$ cat src/rtl/fslxa_pkg.sv
// ----------------------------------------------------------------------------
// fslxa_pkg
// Shared types, codes and helpers for the framed serial link engine.
// ----------------------------------------------------------------------------
package fslxa_pkg;

  // Default payload length width
  localparam int LENGTH_BITS_DEF = 16;

  // Most results one transaction can cause
  localparam int BURST_MAX = 4;
  localparam int BURST_CW  = $clog2(BURST_MAX + 1);

  // Register reset values
  localparam logic [7:0]  ACK_CODE_RST      = 8'h06;
  localparam logic [7:0]  NAK_CODE_RST      = 8'h15;
  localparam logic [15:0] MAX_LENGTH_RST    = 16'd1024;
  localparam logic [15:0] TIMEOUT_LIMIT_RST = 16'd10;

  // Register indexes (word address)
  localparam logic [1:0] REG_ACK_CODE      = 2'd0;
  localparam logic [1:0] REG_NAK_CODE      = 2'd1;
  localparam logic [1:0] REG_MAX_LENGTH    = 2'd2;
  localparam logic [1:0] REG_TIMEOUT_LIMIT = 2'd3;

  // Input transaction modes
  localparam logic [2:0] MODE_LINE_BYTE  = 3'd0;
  localparam logic [2:0] MODE_TICK       = 3'd1;
  localparam logic [2:0] MODE_START_SEND = 3'd2;
  localparam logic [2:0] MODE_SEND_BYTE  = 3'd3;
  localparam logic [2:0] MODE_START_RECV = 3'd4;
  localparam logic [2:0] MODE_AWAIT_ACK  = 3'd5;

  // Error codes
  localparam logic [2:0] ERR_NONE    = 3'd0;
  localparam logic [2:0] ERR_TIMEOUT = 3'd1;
  localparam logic [2:0] ERR_SEND    = 3'd2;
  localparam logic [2:0] ERR_RECV    = 3'd3;
  localparam logic [2:0] ERR_GENERAL = 3'd4;

  localparam logic [7:0] ECHO_MAX = 8'hFF;

  typedef enum logic [2:0] {
    PH_IDLE       = 3'd0,
    PH_SEND_DATA  = 3'd1,
    PH_SEND_REPLY = 3'd2,
    PH_RECV_HI    = 3'd3,
    PH_RECV_LO    = 3'd4,
    PH_RECV_DATA  = 3'd5,
    PH_RECV_CHK   = 3'd6,
    PH_ACK_WAIT   = 3'd7
  } phase_t;

  typedef struct packed {
    logic [7:0]  ack_code;
    logic [7:0]  nak_code;
    logic [15:0] max_length;
    logic [15:0] timeout_limit;
  } cfg_t;

  typedef struct packed {
    logic [2:0]  mode;
    logic [7:0]  line_byte;
    logic [3:0]  device;
    logic [15:0] frame_length;
    logic [7:0]  payload_byte;
  } item_t;

  typedef struct packed {
    logic        tx_valid;
    logic [7:0]  tx_byte;
    logic        rx_valid;
    logic [7:0]  rx_data;
    logic        done_res;
    logic        success;
    logic [2:0]  error_code;
    logic [15:0] rx_length;
    logic        last;
  } res_t;

  typedef struct packed {
    logic [BURST_CW-1:0]        count;
    res_t [BURST_MAX-1:0]       slot;
  } burst_t;

  // Line byte to transmit
  function automatic res_t tx_res(input logic [7:0] b);
    res_t r;
    r          = '0;
    r.tx_valid = 1'b1;
    r.tx_byte  = b;
    return r;
  endfunction

  // Received payload byte
  function automatic res_t rx_res(input logic [7:0] b);
    res_t r;
    r          = '0;
    r.rx_valid = 1'b1;
    r.rx_data  = b;
    return r;
  endfunction

  // Operation finished
  function automatic res_t fin_res(input logic ok, input logic [2:0] err,
                                   input logic [15:0] len);
    res_t r;
    r            = '0;
    r.done_res   = 1'b1;
    r.success    = ok;
    r.error_code = err;
    r.rx_length  = len;
    return r;
  endfunction

endpackage

$ cat src/rtl/fslxa_cfg.sv
// ----------------------------------------------------------------------------
// fslxa_cfg
// APB-style register file: ACK/NAK codes, length clamp and timeout limit.
// ----------------------------------------------------------------------------
module fslxa_cfg (
  input  logic                 clk,
  input  logic                 rst_n,
  input  logic                 psel,
  input  logic                 penable,
  input  logic                 pwrite,
  input  logic [3:0]           paddr,
  input  logic [31:0]          pwdata,
  output logic [31:0]          prdata,
  output logic                 pready,
  output fslxa_pkg::cfg_t      cfg
);

  fslxa_pkg::cfg_t cfg_r;
  logic            wr_en;
  logic [1:0]      reg_idx;

  assign pready  = 1'b1;
  assign reg_idx = paddr[3:2];
  assign wr_en   = psel && penable && pwrite && pready;
  assign cfg     = cfg_r;

  // Register writes on the access phase
  always_ff @(posedge clk) begin
    if (!rst_n) begin
      cfg_r.ack_code      <= fslxa_pkg::ACK_CODE_RST;
      cfg_r.nak_code      <= fslxa_pkg::NAK_CODE_RST;
      cfg_r.max_length    <= fslxa_pkg::MAX_LENGTH_RST;
      cfg_r.timeout_limit <= fslxa_pkg::TIMEOUT_LIMIT_RST;
    end else if (wr_en) begin
      case (reg_idx)
        fslxa_pkg::REG_ACK_CODE:      cfg_r.ack_code      <= pwdata[7:0];
        fslxa_pkg::REG_NAK_CODE:      cfg_r.nak_code      <= pwdata[7:0];
        fslxa_pkg::REG_MAX_LENGTH:    cfg_r.max_length    <= pwdata[15:0];
        fslxa_pkg::REG_TIMEOUT_LIMIT: cfg_r.timeout_limit <= pwdata[15:0];
        default: ;
      endcase
    end
  end

  // Read back
  always_comb begin
    case (reg_idx)
      fslxa_pkg::REG_ACK_CODE:      prdata = {24'd0, cfg_r.ack_code};
      fslxa_pkg::REG_NAK_CODE:      prdata = {24'd0, cfg_r.nak_code};
      fslxa_pkg::REG_MAX_LENGTH:    prdata = {16'd0, cfg_r.max_length};
      fslxa_pkg::REG_TIMEOUT_LIMIT: prdata = {16'd0, cfg_r.timeout_limit};
      default:                      prdata = '0;
    endcase
  end

endmodule

$ cat src/rtl/fslxa_engine.sv
// ----------------------------------------------------------------------------
// fslxa_engine
// Link state and single-pass step logic: one transaction in, a burst of up
// to four results out, state updated at the same edge.
// ----------------------------------------------------------------------------
module fslxa_engine #(
  parameter int LENGTH_BITS = fslxa_pkg::LENGTH_BITS_DEF
) (
  input  logic                 clk,
  input  logic                 rst_n,
  input  logic                 accept,
  input  fslxa_pkg::item_t     item,
  input  fslxa_pkg::cfg_t      cfg,
  output fslxa_pkg::burst_t    burst
);

  localparam int LB = LENGTH_BITS;

  fslxa_pkg::phase_t phase_r, phase_nxt;
  logic [LB-1:0]     byte_count_r, byte_count_nxt;
  logic [LB-1:0]     exp_len_r, exp_len_nxt;
  logic [7:0]        run_xor_r, run_xor_nxt;
  logic [15:0]       wait_ticks_r, wait_ticks_nxt;
  logic [7:0]        echoes_r, echoes_nxt;

  logic [15:0]       wt_inc;
  logic [LB:0]       cnt_inc;
  logic [LB-1:0]     len_raw;
  logic [15:0]       len_ext;
  logic [7:0]        xor_b;
  logic [2:0]        echo_add;
  logic              echo_dec;
  logic [8:0]        echo_sum;
  logic              waiting;

  // Step logic
  always_comb begin
    phase_nxt      = phase_r;
    byte_count_nxt = byte_count_r;
    exp_len_nxt    = exp_len_r;
    run_xor_nxt    = run_xor_r;
    wait_ticks_nxt = wait_ticks_r;
    burst          = '0;
    echo_add       = '0;
    echo_dec       = 1'b0;
    len_raw        = '0;
    len_ext        = '0;

    wt_inc  = (wait_ticks_r == 16'hFFFF) ? wait_ticks_r : wait_ticks_r + 16'd1;
    cnt_inc = {1'b0, byte_count_r} + {{LB{1'b0}}, 1'b1};
    waiting = (phase_r != fslxa_pkg::PH_IDLE) && (phase_r != fslxa_pkg::PH_SEND_DATA);
    xor_b   = (item.mode == fslxa_pkg::MODE_SEND_BYTE) ?
              (run_xor_r ^ item.payload_byte) : (run_xor_r ^ item.line_byte);

    if (accept) begin
      case (item.mode)
        fslxa_pkg::MODE_LINE_BYTE: begin
          if (echoes_r != 8'd0) begin
            // echo of our own transmission
            echo_dec = 1'b1;
          end else begin
            case (phase_r)
              fslxa_pkg::PH_SEND_REPLY: begin
                phase_nxt          = fslxa_pkg::PH_IDLE;
                burst.count        = fslxa_pkg::BURST_CW'(1);
                burst.slot[0]      = (item.line_byte == cfg.ack_code) ?
                  fslxa_pkg::fin_res(1'b1, fslxa_pkg::ERR_NONE, 16'd0) :
                  fslxa_pkg::fin_res(1'b0, fslxa_pkg::ERR_SEND, 16'd0);
              end
              fslxa_pkg::PH_ACK_WAIT: begin
                phase_nxt          = fslxa_pkg::PH_IDLE;
                burst.count        = fslxa_pkg::BURST_CW'(1);
                burst.slot[0]      = (item.line_byte == cfg.ack_code) ?
                  fslxa_pkg::fin_res(1'b1, fslxa_pkg::ERR_NONE, 16'd0) :
                  fslxa_pkg::fin_res(1'b0, fslxa_pkg::ERR_GENERAL, 16'd0);
              end
              fslxa_pkg::PH_RECV_HI: begin
                exp_len_nxt    = LB'({item.line_byte, 8'h00});
                phase_nxt      = fslxa_pkg::PH_RECV_LO;
                wait_ticks_nxt = '0;
              end
              fslxa_pkg::PH_RECV_LO: begin
                len_raw        = exp_len_r | LB'(item.line_byte);
                len_ext        = 16'(len_raw);
                // clamp to max_length
                exp_len_nxt    = (len_ext > cfg.max_length) ?
                                 cfg.max_length[LB-1:0] : len_raw;
                byte_count_nxt = '0;
                run_xor_nxt    = '0;
                phase_nxt      = (exp_len_nxt == '0) ? fslxa_pkg::PH_RECV_CHK :
                                                       fslxa_pkg::PH_RECV_DATA;
                wait_ticks_nxt = '0;
              end
              fslxa_pkg::PH_RECV_DATA: begin
                run_xor_nxt    = xor_b;
                byte_count_nxt = cnt_inc[LB-1:0];
                if (cnt_inc >= {1'b0, exp_len_r}) begin
                  phase_nxt = fslxa_pkg::PH_RECV_CHK;
                end
                wait_ticks_nxt = '0;
                burst.count    = fslxa_pkg::BURST_CW'(1);
                burst.slot[0]  = fslxa_pkg::rx_res(item.line_byte);
              end
              fslxa_pkg::PH_RECV_CHK: begin
                // answer ACK or NAK, which is itself echoed
                echo_add    = 3'd1;
                phase_nxt   = fslxa_pkg::PH_IDLE;
                burst.count = fslxa_pkg::BURST_CW'(1);
                if (item.line_byte == run_xor_r) begin
                  burst.slot[0] = fslxa_pkg::fin_res(1'b1, fslxa_pkg::ERR_NONE,
                                                     16'(exp_len_r));
                  burst.slot[0].tx_valid = 1'b1;
                  burst.slot[0].tx_byte  = cfg.ack_code;
                end else begin
                  burst.slot[0] = fslxa_pkg::fin_res(1'b0, fslxa_pkg::ERR_RECV, 16'd0);
                  burst.slot[0].tx_valid = 1'b1;
                  burst.slot[0].tx_byte  = cfg.nak_code;
                end
              end
              default: ;
            endcase
          end
        end
        fslxa_pkg::MODE_TICK: begin
          if (waiting) begin
            wait_ticks_nxt = wt_inc;
            if (wt_inc > cfg.timeout_limit) begin
              phase_nxt     = fslxa_pkg::PH_IDLE;
              burst.count   = fslxa_pkg::BURST_CW'(1);
              burst.slot[0] = fslxa_pkg::fin_res(1'b0, fslxa_pkg::ERR_TIMEOUT, 16'd0);
            end
          end
        end
        fslxa_pkg::MODE_START_SEND: begin
          len_raw        = item.frame_length[LB-1:0];
          len_ext        = 16'(len_raw);
          exp_len_nxt    = len_raw;
          byte_count_nxt = '0;
          run_xor_nxt    = '0;
          wait_ticks_nxt = '0;
          // header: device, length high, length low
          burst.slot[0]  = fslxa_pkg::tx_res({4'd0, item.device});
          burst.slot[1]  = fslxa_pkg::tx_res(len_ext[15:8]);
          burst.slot[2]  = fslxa_pkg::tx_res(len_ext[7:0]);
          if (len_raw == '0) begin
            // empty frame: checksum follows at once
            burst.slot[3] = fslxa_pkg::tx_res(8'd0);
            burst.count   = fslxa_pkg::BURST_CW'(4);
            echo_add      = 3'd4;
            phase_nxt     = fslxa_pkg::PH_SEND_REPLY;
          end else begin
            burst.count   = fslxa_pkg::BURST_CW'(3);
            echo_add      = 3'd3;
            phase_nxt     = fslxa_pkg::PH_SEND_DATA;
          end
        end
        fslxa_pkg::MODE_SEND_BYTE: begin
          if (phase_r == fslxa_pkg::PH_SEND_DATA) begin
            run_xor_nxt    = xor_b;
            byte_count_nxt = cnt_inc[LB-1:0];
            burst.slot[0]  = fslxa_pkg::tx_res(item.payload_byte);
            if (cnt_inc >= {1'b0, exp_len_r}) begin
              burst.slot[1]  = fslxa_pkg::tx_res(xor_b);
              burst.count    = fslxa_pkg::BURST_CW'(2);
              echo_add       = 3'd2;
              phase_nxt      = fslxa_pkg::PH_SEND_REPLY;
              wait_ticks_nxt = '0;
            end else begin
              burst.count    = fslxa_pkg::BURST_CW'(1);
              echo_add       = 3'd1;
            end
          end
        end
        fslxa_pkg::MODE_START_RECV: begin
          byte_count_nxt = '0;
          exp_len_nxt    = '0;
          run_xor_nxt    = '0;
          wait_ticks_nxt = '0;
          phase_nxt      = fslxa_pkg::PH_RECV_HI;
        end
        fslxa_pkg::MODE_AWAIT_ACK: begin
          wait_ticks_nxt = '0;
          phase_nxt      = fslxa_pkg::PH_ACK_WAIT;
        end
        default: ;
      endcase
    end

    // mark the final result of the burst
    if (burst.count != '0) begin
      burst.slot[2'(burst.count - fslxa_pkg::BURST_CW'(1))].last = 1'b1;
    end

    // echo count, saturating
    echo_sum = {1'b0, echoes_r} + 9'(echo_add);
    if (echo_dec) begin
      echoes_nxt = echoes_r - 8'd1;
    end else if (echo_sum > {1'b0, fslxa_pkg::ECHO_MAX}) begin
      echoes_nxt = fslxa_pkg::ECHO_MAX;
    end else begin
      echoes_nxt = echo_sum[7:0];
    end
  end

  // State registers
  always_ff @(posedge clk) begin
    if (!rst_n) begin
      phase_r      <= fslxa_pkg::PH_IDLE;
      byte_count_r <= '0;
      exp_len_r    <= '0;
      run_xor_r    <= '0;
      wait_ticks_r <= '0;
      echoes_r     <= '0;
    end else begin
      phase_r      <= phase_nxt;
      byte_count_r <= byte_count_nxt;
      exp_len_r    <= exp_len_nxt;
      run_xor_r    <= run_xor_nxt;
      wait_ticks_r <= wait_ticks_nxt;
      echoes_r     <= echoes_nxt;
    end
  end

endmodule

$ cat src/rtl/framed_serial_link_xor_ack.sv
// ----------------------------------------------------------------------------
// framed_serial_link_xor_ack
// Half-duplex framed link engine with XOR checksum and ACK/NAK handshake.
// ----------------------------------------------------------------------------
// Output: the results of an accepted transaction are registered into the output queue.
// Throughput: a transaction causing n results (0 to 4) occupies the output
//   queue until its last result leaves; the next is taken as the last result
//   leaves, so 1 transaction per cycle at 0 or 1 results while out_stall is low.
// Reset: rst_n synchronous, active low; clears link state, output queue and
//   restores register defaults.
module framed_serial_link_xor_ack #(
  parameter int LENGTH_BITS = fslxa_pkg::LENGTH_BITS_DEF
) (
  input  logic        clk,
  input  logic        rst_n,
  // input channel
  input  logic        in_valid,
  output logic        in_stall,
  input  logic [2:0]  in_mode,
  input  logic [7:0]  in_line_byte,
  input  logic [3:0]  in_device,
  input  logic [15:0] in_frame_length,
  input  logic [7:0]  in_payload_byte,
  // result channel
  output logic        out_valid,
  input  logic        out_stall,
  output logic        out_tx_valid,
  output logic [7:0]  out_tx_byte,
  output logic        out_rx_valid,
  output logic [7:0]  out_rx_data,
  output logic        out_done_res,
  output logic        out_success,
  output logic [2:0]  out_error_code,
  output logic [15:0] out_rx_length,
  output logic        out_last,
  // configuration
  input  logic        psel,
  input  logic        penable,
  input  logic        pwrite,
  input  logic [3:0]  paddr,
  input  logic [31:0] pwdata,
  output logic [31:0] prdata,
  output logic        pready
);

  fslxa_pkg::cfg_t                          cfg;
  fslxa_pkg::item_t                         item;
  fslxa_pkg::burst_t                        burst;
  fslxa_pkg::res_t [fslxa_pkg::BURST_MAX-1:0] q_r;
  logic [fslxa_pkg::BURST_CW-1:0]           cnt_r;
  logic                                     in_fire;
  logic                                     out_fire;

  fslxa_cfg u_cfg (
    .clk     (clk),
    .rst_n   (rst_n),
    .psel    (psel),
    .penable (penable),
    .pwrite  (pwrite),
    .paddr   (paddr),
    .pwdata  (pwdata),
    .prdata  (prdata),
    .pready  (pready),
    .cfg     (cfg)
  );

  assign item.mode         = in_mode;
  assign item.line_byte    = in_line_byte;
  assign item.device       = in_device;
  assign item.frame_length = in_frame_length;
  assign item.payload_byte = in_payload_byte;

  // Take a new transaction once the queue is empty or its last result leaves
  assign out_valid = (cnt_r != '0);
  assign out_fire  = out_valid && !out_stall;
  assign in_stall  = (cnt_r > fslxa_pkg::BURST_CW'(1)) ||
                     ((cnt_r == fslxa_pkg::BURST_CW'(1)) && out_stall);
  assign in_fire   = in_valid && !in_stall;

  fslxa_engine #(
    .LENGTH_BITS (LENGTH_BITS)
  ) u_engine (
    .clk    (clk),
    .rst_n  (rst_n),
    .accept (in_fire),
    .item   (item),
    .cfg    (cfg),
    .burst  (burst)
  );

  // Result queue: count
  always_ff @(posedge clk) begin
    if (!rst_n) begin
      cnt_r <= '0;
    end else if (in_fire) begin
      cnt_r <= burst.count;
    end else if (out_fire) begin
      cnt_r <= cnt_r - fslxa_pkg::BURST_CW'(1);
    end
  end

  // Result queue: payload, shifts toward slot 0
  always_ff @(posedge clk) begin
    if (in_fire) begin
      q_r <= burst.slot;
    end else if (out_fire) begin
      for (int i = 0; i < fslxa_pkg::BURST_MAX - 1; i++) begin
        q_r[i] <= q_r[i+1];
      end
    end
  end

  assign out_tx_valid   = q_r[0].tx_valid;
  assign out_tx_byte    = q_r[0].tx_byte;
  assign out_rx_valid   = q_r[0].rx_valid;
  assign out_rx_data    = q_r[0].rx_data;
  assign out_done_res   = q_r[0].done_res;
  assign out_success    = q_r[0].success;
  assign out_error_code = q_r[0].error_code;
  assign out_rx_length  = q_r[0].rx_length;
  assign out_last       = q_r[0].last;

endmodule

$ cat config.mk
export PLATFORM = sky130hd
export DESIGN_NAME = framed_serial_link_xor_ack
export DESIGN_NICKNAME = d
export VERILOG_FILES = /design/src/rtl/fslxa_pkg.sv /design/src/rtl/fslxa_cfg.sv /design/src/rtl/fslxa_engine.sv /design/src/rtl/framed_serial_link_xor_ack.sv
export SDC_FILE = /design/constraint.sdc
export NUM_CORES = 1
export LEC_CHECK = 0
export ABC_AREA = 0
export BUFFER_PORTS_ARGS = -buffer_cell sky130_fd_sc_hd__buf_4
export CAP_MARGIN = 20
export CORE_AREA = 2 2 191 193
export DETAILED_ROUTE_END_ITERATION = 8
export DIE_AREA = 0 0 193 195
export GPL_ROUTABILITY_DRIVEN = 1
export GPL_TIMING_DRIVEN = 0
export PLACE_DENSITY = 0.65
export SYNTH_ARGS = -nofsm -noshare
export SYNTH_HDL_FRONTEND = slang
export SYNTH_HIERARCHICAL = 1
export SYNTH_SLANG_ARGS = --single-unit
$ cat constraint.sdc
create_clock -name clk -period 10.4 [get_ports clk]
set_clock_uncertainty 0.05 [all_clocks]
set_input_delay 2.08 -clock clk [delete_from_list [all_inputs] [get_ports clk]]
set_output_delay 2.08 -clock clk [all_outputs]
set_load 0.03 [all_outputs]
==> reports/qor.txt, run 1 <==
Status - completed
Endpoints failing hold - 0
Netlist cell types - 81
Max stage delay on crit path - 670 ps
Synth area leaders - edfxtp_1 28%, dfxtp_1 14%, buf_4 6.8%, mux2_4 5.2%, mux2i_1 4.7%
CP max stage cell - inv_2
Clock network latency to the later pin of the worst-skew pair - 520 ps
FF/Latch Area - 7170 um2
Reg-to-reg endpoint - u_engine/echoes_r[5]$_SDFF_PN0_
Post-synthesis instance total - 1608
Postcts setup bufs - 0
RSZ-0062 raised after global routing - false
Crit Path Max Fanout - 42
Worst Setup Path Type - primary input to register
Number of global-route vias before repair - 12300
Filler instances - 3076
Hold Path End - u_cfg/cfg[38]$_SDFFE_PN0P_
Crit start category - primary input
WL met3 - 3.01 mm
Clk Tree Root Cell - clkbuf_16
R2R Path Start - u_engine/byte_count_r[2]$_SDFFE_PN0P_
Final HPWL DP - 33.5 mm
RD Place Congestion - 0.922
Largest net degree at the start of global routing - 43
Peak VDD IR - 199 uV
Vias - 12700
Wire length on met1 - 19.5 mm
FF-to-FF setup slack - 4170 ps
Initial antenna violation count - 1
Reg clk slew, reported paths - 60 ps
CTS tree - built
Met2 Wirelength - 20.9 mm
Cell Area, Placed - 18900 um2
# hold bufs at CTS - 0
Area growth, synth to finish - 18.6%
Worst Setup End Kind - register
# H-tree levels - 2
Wire per inst - 18.8 um
Highest metal used - met4
Maximum root-to-sink buffer count - 3
Post-synthesis instance area - 16900 um2
Top-area cell type share of the netlist area - 0.285
DRC viols - 0
PD cells - 232 nW/um2
CTS Sinks - 278
Worst EP required - 10780 ps
Core ar. - 35400 um2
Max-slew violation count - 0
Cell type with the largest total area after synthesis - edfxtp_1
Vias per cell - 5.36
Num CTS Buffers - 34
Die area - 37600 um2
Endpoints failing setup - 0
Initial Utilization - 0.477
Worst Path Arrival - 7030 ps
Post-Layout Inst Area - 20000 um2
Port Buf Inserts - 120
EDFF count, synth - 160
Crit share post-route - 0.639
Total Wirelength - 44.7 mm
Post-route ant nets - 0
Cell-by-cell trace of the critical path - buf_4, or3b_2, a21o_1, buf_6, buf_8, inv_2, clkbuf_1, nand2_1, a211oi_1, ha_1, fa_1, and2_1, o21a_1, nand3_1, o21ai_0, nor2_1, a211o_1, a21boi_0
Net count, final - 2022
Share of cells above drive strength 1 - 0.269
Mean Syn Cell Area - 10.5 um2
Flops & latches, synth - 278
Crit path time final - 6650 ps
Std cell rows - 69
Hold path cells - 2
Hold Crit Class - register to register
Leakage Power - 8.49 nW
Total GRT Usage - 0.237
Most used DFF post-synth - edfxtp_1
Worst Tran Pin Value - 920 ps
Die W - 193 um
Fmax - 150 MHz
Yosys warnings - 6
First-pass DRT Iterations - 7
Total power - 0.00465 W
Global-route wire length before repair - 68.5 mm
Die Span Y - 195 um
Congestion Overflow GR - 0
Final setup TNS - 0 ps
Slew Limit Headroom - 0.386
Final core utilization - 0.566
Starting DRC count in detailed routing - 993
Max_cap viols - 0
Area of the multi-input gates - 8270 um2
Register area share after synthesis - 0.425
Cell count of the worst reg-to-reg path - 21
Ys async rst share - 0
Post-CTS Resized - 0
Hold_sp - u_cfg/cfg[38]$_SDFFE_PN0P_
I/O Pins - 157
==> cell usage in the layout, fill, tap and decap left out, drive strengths merged, types with 57 or more instances in the layout <==
| cell | instances |
|---|---|
| a21oi | 70 |
| buf | 314 |
| clkbuf | 98 |
| conb | 115 |
| dfxtp | 118 |
| edfxtp | 160 |
| ha | 57 |
| inv | 71 |
| mux2 | 124 |
| mux2i | 80 |
| nand2 | 109 |
| nor2 | 72 |
==> worst max-delay path, delay by kind of cell <==
kind / cells / cell delay (ps)
compound gates: 6 / 1730
fa+ha+maj: 2 / 490
buf+inv: 5 / 1630
simple gates: 5 / 1080
==> stage by stage <==
step	hold slack, ps	std cells	worst slack [ps]
6_report	434	2369	3750
5_1_grt	445	2369	3390
4_1_cts	428	2367	3770
3_5_place_dp	418	2306	3230
3_3_place_gp	410	2301	-204
2_1_floorplan	394	1720	2360
==> metal layers <==
| layer | up-vias | GRT usage |
|---|---|---|
| li1 | 6104 | - |
| met2 | 419 | 0.379 |
| met3 | 73 | 0.0376 |
| met1 | 6099 | 0.327 |
| met5 | - | 0 |
| met4 | 0 | 0.0788 |
==> cell usage after synthesis, types with 4 or more instances <==
cell        n
nor2b_1    51
o22a_1      4
nor2_1     72
a31oi_1    12
a21boi_0   11
o211ai_1    7
xor2_1     24
buf_2      18
buf_6      12
o31a_1      8
nor3_1     28
inv_1      69
mux2_2     66
dfxtp_1   118
a21o_1      9
a211o_1     5
a22oi_1    30
o21a_1      6
nand4_1    17
and2_1     28
a211oi_1   15
and4_1      5
mux2i_1    80
ha_1       57
and3_1     14
clkbuf_1   46
mux4_2      8
nand3_1    29
or3_1      13
a21oi_1    70
a32oi_1     8
nor4_1     32
mux2_4     58
xnor2_1    25
edfxtp_1  160
nand2_1   108
a2111o_1    4
nand2b_1    6
buf_4     154
o21ai_0    54
==> registers in the layout, indices dropped and copies added (netlist names), 3 cells and up <==
register,flops
u_engine/echoes_r,8
out_error_code,3
u_engine/phase_r,3
cnt_r,3
out_rx_length,16
q_r,120
out_rx_data,8
out_tx_byte,8
u_cfg/cfg,48
u_engine/exp_len_r,16
u_engine/wait_ticks_r,16
u_engine/byte_count_r,16
u_engine/run_xor_r,8
==> worst max path at each step <==
stage | slack [ps] | cells after the start | startpoint | to
2_1_floorplan | 2360 | 1 | out_stall | out_done_res$_DFFE_PP_
3_3_place_gp | -200 | 2 | out_stall | out_rx_length[11]$_DFFE_PP_
3_5_place_dp | 3230 | 18 | out_stall | u_engine/echoes_r[5]$_SDFF_PN0_
4_1_cts | 3770 | 18 | out_stall | u_engine/echoes_r[5]$_SDFF_PN0_
5_1_grt | 3390 | 18 | out_stall | u_engine/echoes_r[5]$_SDFF_PN0_
6_report | 3750 | 18 | out_stall | u_engine/echoes_r[5]$_SDFF_PN0_
==> where the power goes <==
group / internal, W / leakage, nW / switching, W
logic: 0.000773 / 5.44 / 0.000898
registers: 0.00166 / 2.50 / 0.000113
clock network: 0.000720 / 0.544 / 0.000487
==> cells by family (layout without fill, tap and decap cells) <==
logic type	after synthesis	count (layout)	synth area share
simple gates	433	433	0.135
buf+inv	306	493	0.111
flops	278	278	0.425
compound gates	269	269	0.106
mux	212	212	0.154
fa+ha+maj	58	58	0.0434
xor+xnor	49	49	0.0254
other cells	3	116	0.000667
==> final cells by class <==
| class | count | area share |
|---|---|---|
| diodes | 1 | 0.000125 |
| plain buffers | 236 | 0.0803 |
| clock buffers | 50 | 0.0475 |
| clock inverters | 11 | 0.00912 |
| inverters | 70 | 0.0131 |
| multi-input cells | 1136 | 0.413 |
| flip-flops and latches | 278 | 0.358 |
| well taps | 461 | 0.0288 |
| repair buffers | 126 | 0.0500 |
(Power assumes the default switching activity.)
==> run 2: changes to the inputs <==
- PLACE_DENSITY: 0.65 -> 0.62
- clock period: 10.4 -> 7 ns (I/O delays scaled with it)
==> reports/qor.txt, run 2 (synthesis results as in run 1) <==
Status - completed
Wire per inst - 19.0 um (+0.97%)
Num CTS Buffers - 34 (unchanged)
Post-route ant nets - 0 (unchanged)
Post-Layout Inst Area - 20000 um2 (-0.24%)
Reg clk slew, reported paths - 60 ps (about the same)
Crit share post-route - 0.892
CTS Sinks - 278 (unchanged)
Crit path time final - 6250 ps
Net Sw Frac - 0.322 (-0.000359)
Hold Crit Class - register to register
Initial antenna violation count - 1 (unchanged)
Crit Path Max Fanout - 8 (-81%)
I/O Pins - 157 (unchanged)
Leakage Power - 8.48 nW (-0.17%)
Hold path cells - 2 (unchanged)
Cell count of the worst reg-to-reg path - 21 (unchanged)
Net count, final - 2022 (unchanged)
Starting DRC count in detailed routing - 827 (-17%)
Congestion Overflow GR - 0 (unchanged)
Clk Tree Root Cell - clkbuf_16
Antenna cells - 0 (-1)
Vias per cell - 5.29 (-1.3%)
Largest Register - q_r
Die W - 193 um (unchanged)
Die Span Y - 195 um (unchanged)
Number of global-route vias before repair - 12000 (-2.0%)
DRC viols - 0 (unchanged)
Postcts setup bufs - 0 (unchanged)
Maximum root-to-sink buffer count - 3 (unchanged)
Endpoints failing hold - 0 (unchanged)
Clock share of power - 0.250 (-0.010)
Total power - 0.00682 W (+47%)
Worst Setup Path Type - register to register
Cell Area, Placed - 18900 um2 (+0.11%)
Internal power - 0.00462 W (+47%)
First-pass DRT Iterations - 5 (-2)
Pre-CTS WS - 472 ps (-2760 ps)
Seq pwr share - 0.384 (+0.003)
Final HPWL DP - 34.2 mm (+2.0%)
Worst Setup End Kind - register
Vias - 12500 (-1.3%)
RD Place Congestion - 0.939 (+1.8%)
Psw - 0.00220 W (+47%)
Worst EP required - 7390 ps (-3390 ps)
# H-tree levels - 2 (unchanged)
Total GRT Usage - 0.241 (+0.00400)
Max_cap viols - 0 (unchanged)
Number of flip-flops in the largest register - 120 (unchanged)
Clock network latency to the later pin of the worst-skew pair - 520 ps (about the same)
Endpoints failing setup - 0 (unchanged)
RSZ-0062 raised after global routing - false
Global-route wire length before repair - 69.5 mm (+1.4%)
Area growth, synth to finish - 18.4%
Largest net degree at the start of global routing - 32 (-26%)
Worst Tran Pin Value - 1090 ps (+173 ps)
Std cell rows - 69 (unchanged)
Hold Slack - 429 ps (-4.81 ps)
# hold bufs at CTS - 0 (unchanged)
Port Buf Inserts - 120 (unchanged)
Post-CTS Resized - 0 (unchanged)
Peak VDD IR - 240 uV (+20%)
CTS tree - built
Slew Limit Headroom - 0.266 (-0.120)
Fmax - 160 MHz
Commonest non-fill, non-tap cells in the layout - 274 x buf_4, 160 x edfxtp_1, 118 x dfxtp_1
Max-slew violation count - 0 (unchanged)
Initial Utilization - 0.477 (unchanged)
Worst Path Arrival - 6630 ps (-400 ps)
Die area - 37600 um2 (unchanged)
Total Wirelength - 45.1 mm (+0.97%)
PD cells - 341 nW/um2 (+47%)
Setup ws final - 753 ps (-3000 ps)
Crit start category - register
Share of cells above drive strength 1 - 0.268 (-0.000665)
Comb power frac - 0.366 (+0.006)
Commonest non-fill, non-tap cell in the layout - buf_4
Core ar. - 35400 um2 (unchanged)
-- run 2: cell count changes in the layout (fill, tap and decap cells not counted), moves of 2 or more --
| cell | change |
|---|---|
| clkinv_4 | -2 |
| clkinv_8 | +2 |
| clkinv_2 | +3 |
| clkbuf_1 | +3 |
| bufinv_16 | -2 |
-- run 2: power by group through the flow --
stage	Clock, W	Sequential [W]	Combinational [W]
finish	0.00171	0.00262	0.00249
global route	0.00182	0.00267	0.00268
CTS	0.00175	0.00263	0.00251
detailed placement	0	0.00265	0.00250
global placement	0	0.00271	0.00239
floorplan	0	0.00267	0.00176
-- run 2: worst max-delay path, stage by stage, from the launching register on --
cell,delay [ps]
dfxtp_1,300
clkbuf_1,270
nand3_1,280
nor3_1,770
nand3_1,180
xnor2_1,270
ha_1,300
a21o_1,170
a21oi_1,150
a21boi_0,140
a211oi_1,620
a21oi_1,200
a211oi_1,460
ha_1,280
fa_1,230
and2_1,160
o21a_1,130
nand3_1,130
o21ai_0,560
nor2_1,110
a211o_1,290
a21boi_0,150
-- run 2: final cells by class --
type                       instances  area (um2)
buffer                           236        1610
clock buffer                      54         987
clock inverter                     8        88.8
fill                            3136       15400
inverter                          70         263
multi-input combinational       1136        8270
sequential                       278        7170
tap                              461         577
timing repair buffer             126        1010
-- run 2: worst paths after layout --
kind,slack (ps),from,end
worst min register to register,430,u_cfg/cfg[7]$_SDFFE_PN0P_,u_cfg/cfg[7]$_SDFFE_PN0P_
worst max-delay path,750,u_engine/byte_count_r[2]$_SDFFE_PN0P_,u_engine/echoes_r[5]$_SDFF_PN0_
worst max register to register,750,u_engine/byte_count_r[2]$_SDFFE_PN0P_,u_engine/echoes_r[5]$_SDFF_PN0_
worst min-delay path,430,u_cfg/cfg[7]$_SDFFE_PN0P_,u_cfg/cfg[7]$_SDFFE_PN0P_
-- run 2: routing by layer --
metal  wire length (um)  up-vias  global-route usage
li1                   -     6109                   -
met1              20600     6001               0.334
met2              20900      338               0.388
met3               2260       77              0.0341
met4               1300        0              0.0744
met5                  0        -                   0
-- run 2: per-stage QoR --
| stage | setup TNS [ps] | std cells | util |
|---|---|---|---|
| 2_1_floorplan | 0 | 1720 | - |
| 3_3_place_gp | -381 | 2301 | 0.531 |
| 3_5_place_dp | 0 | 2307 | 0.534 |
| 4_1_cts | 0 | 2369 | 0.564 |
| 5_1_grt | 0 | 2369 | 0.564 |
| 6_report | 0 | 2369 | 0.564 |
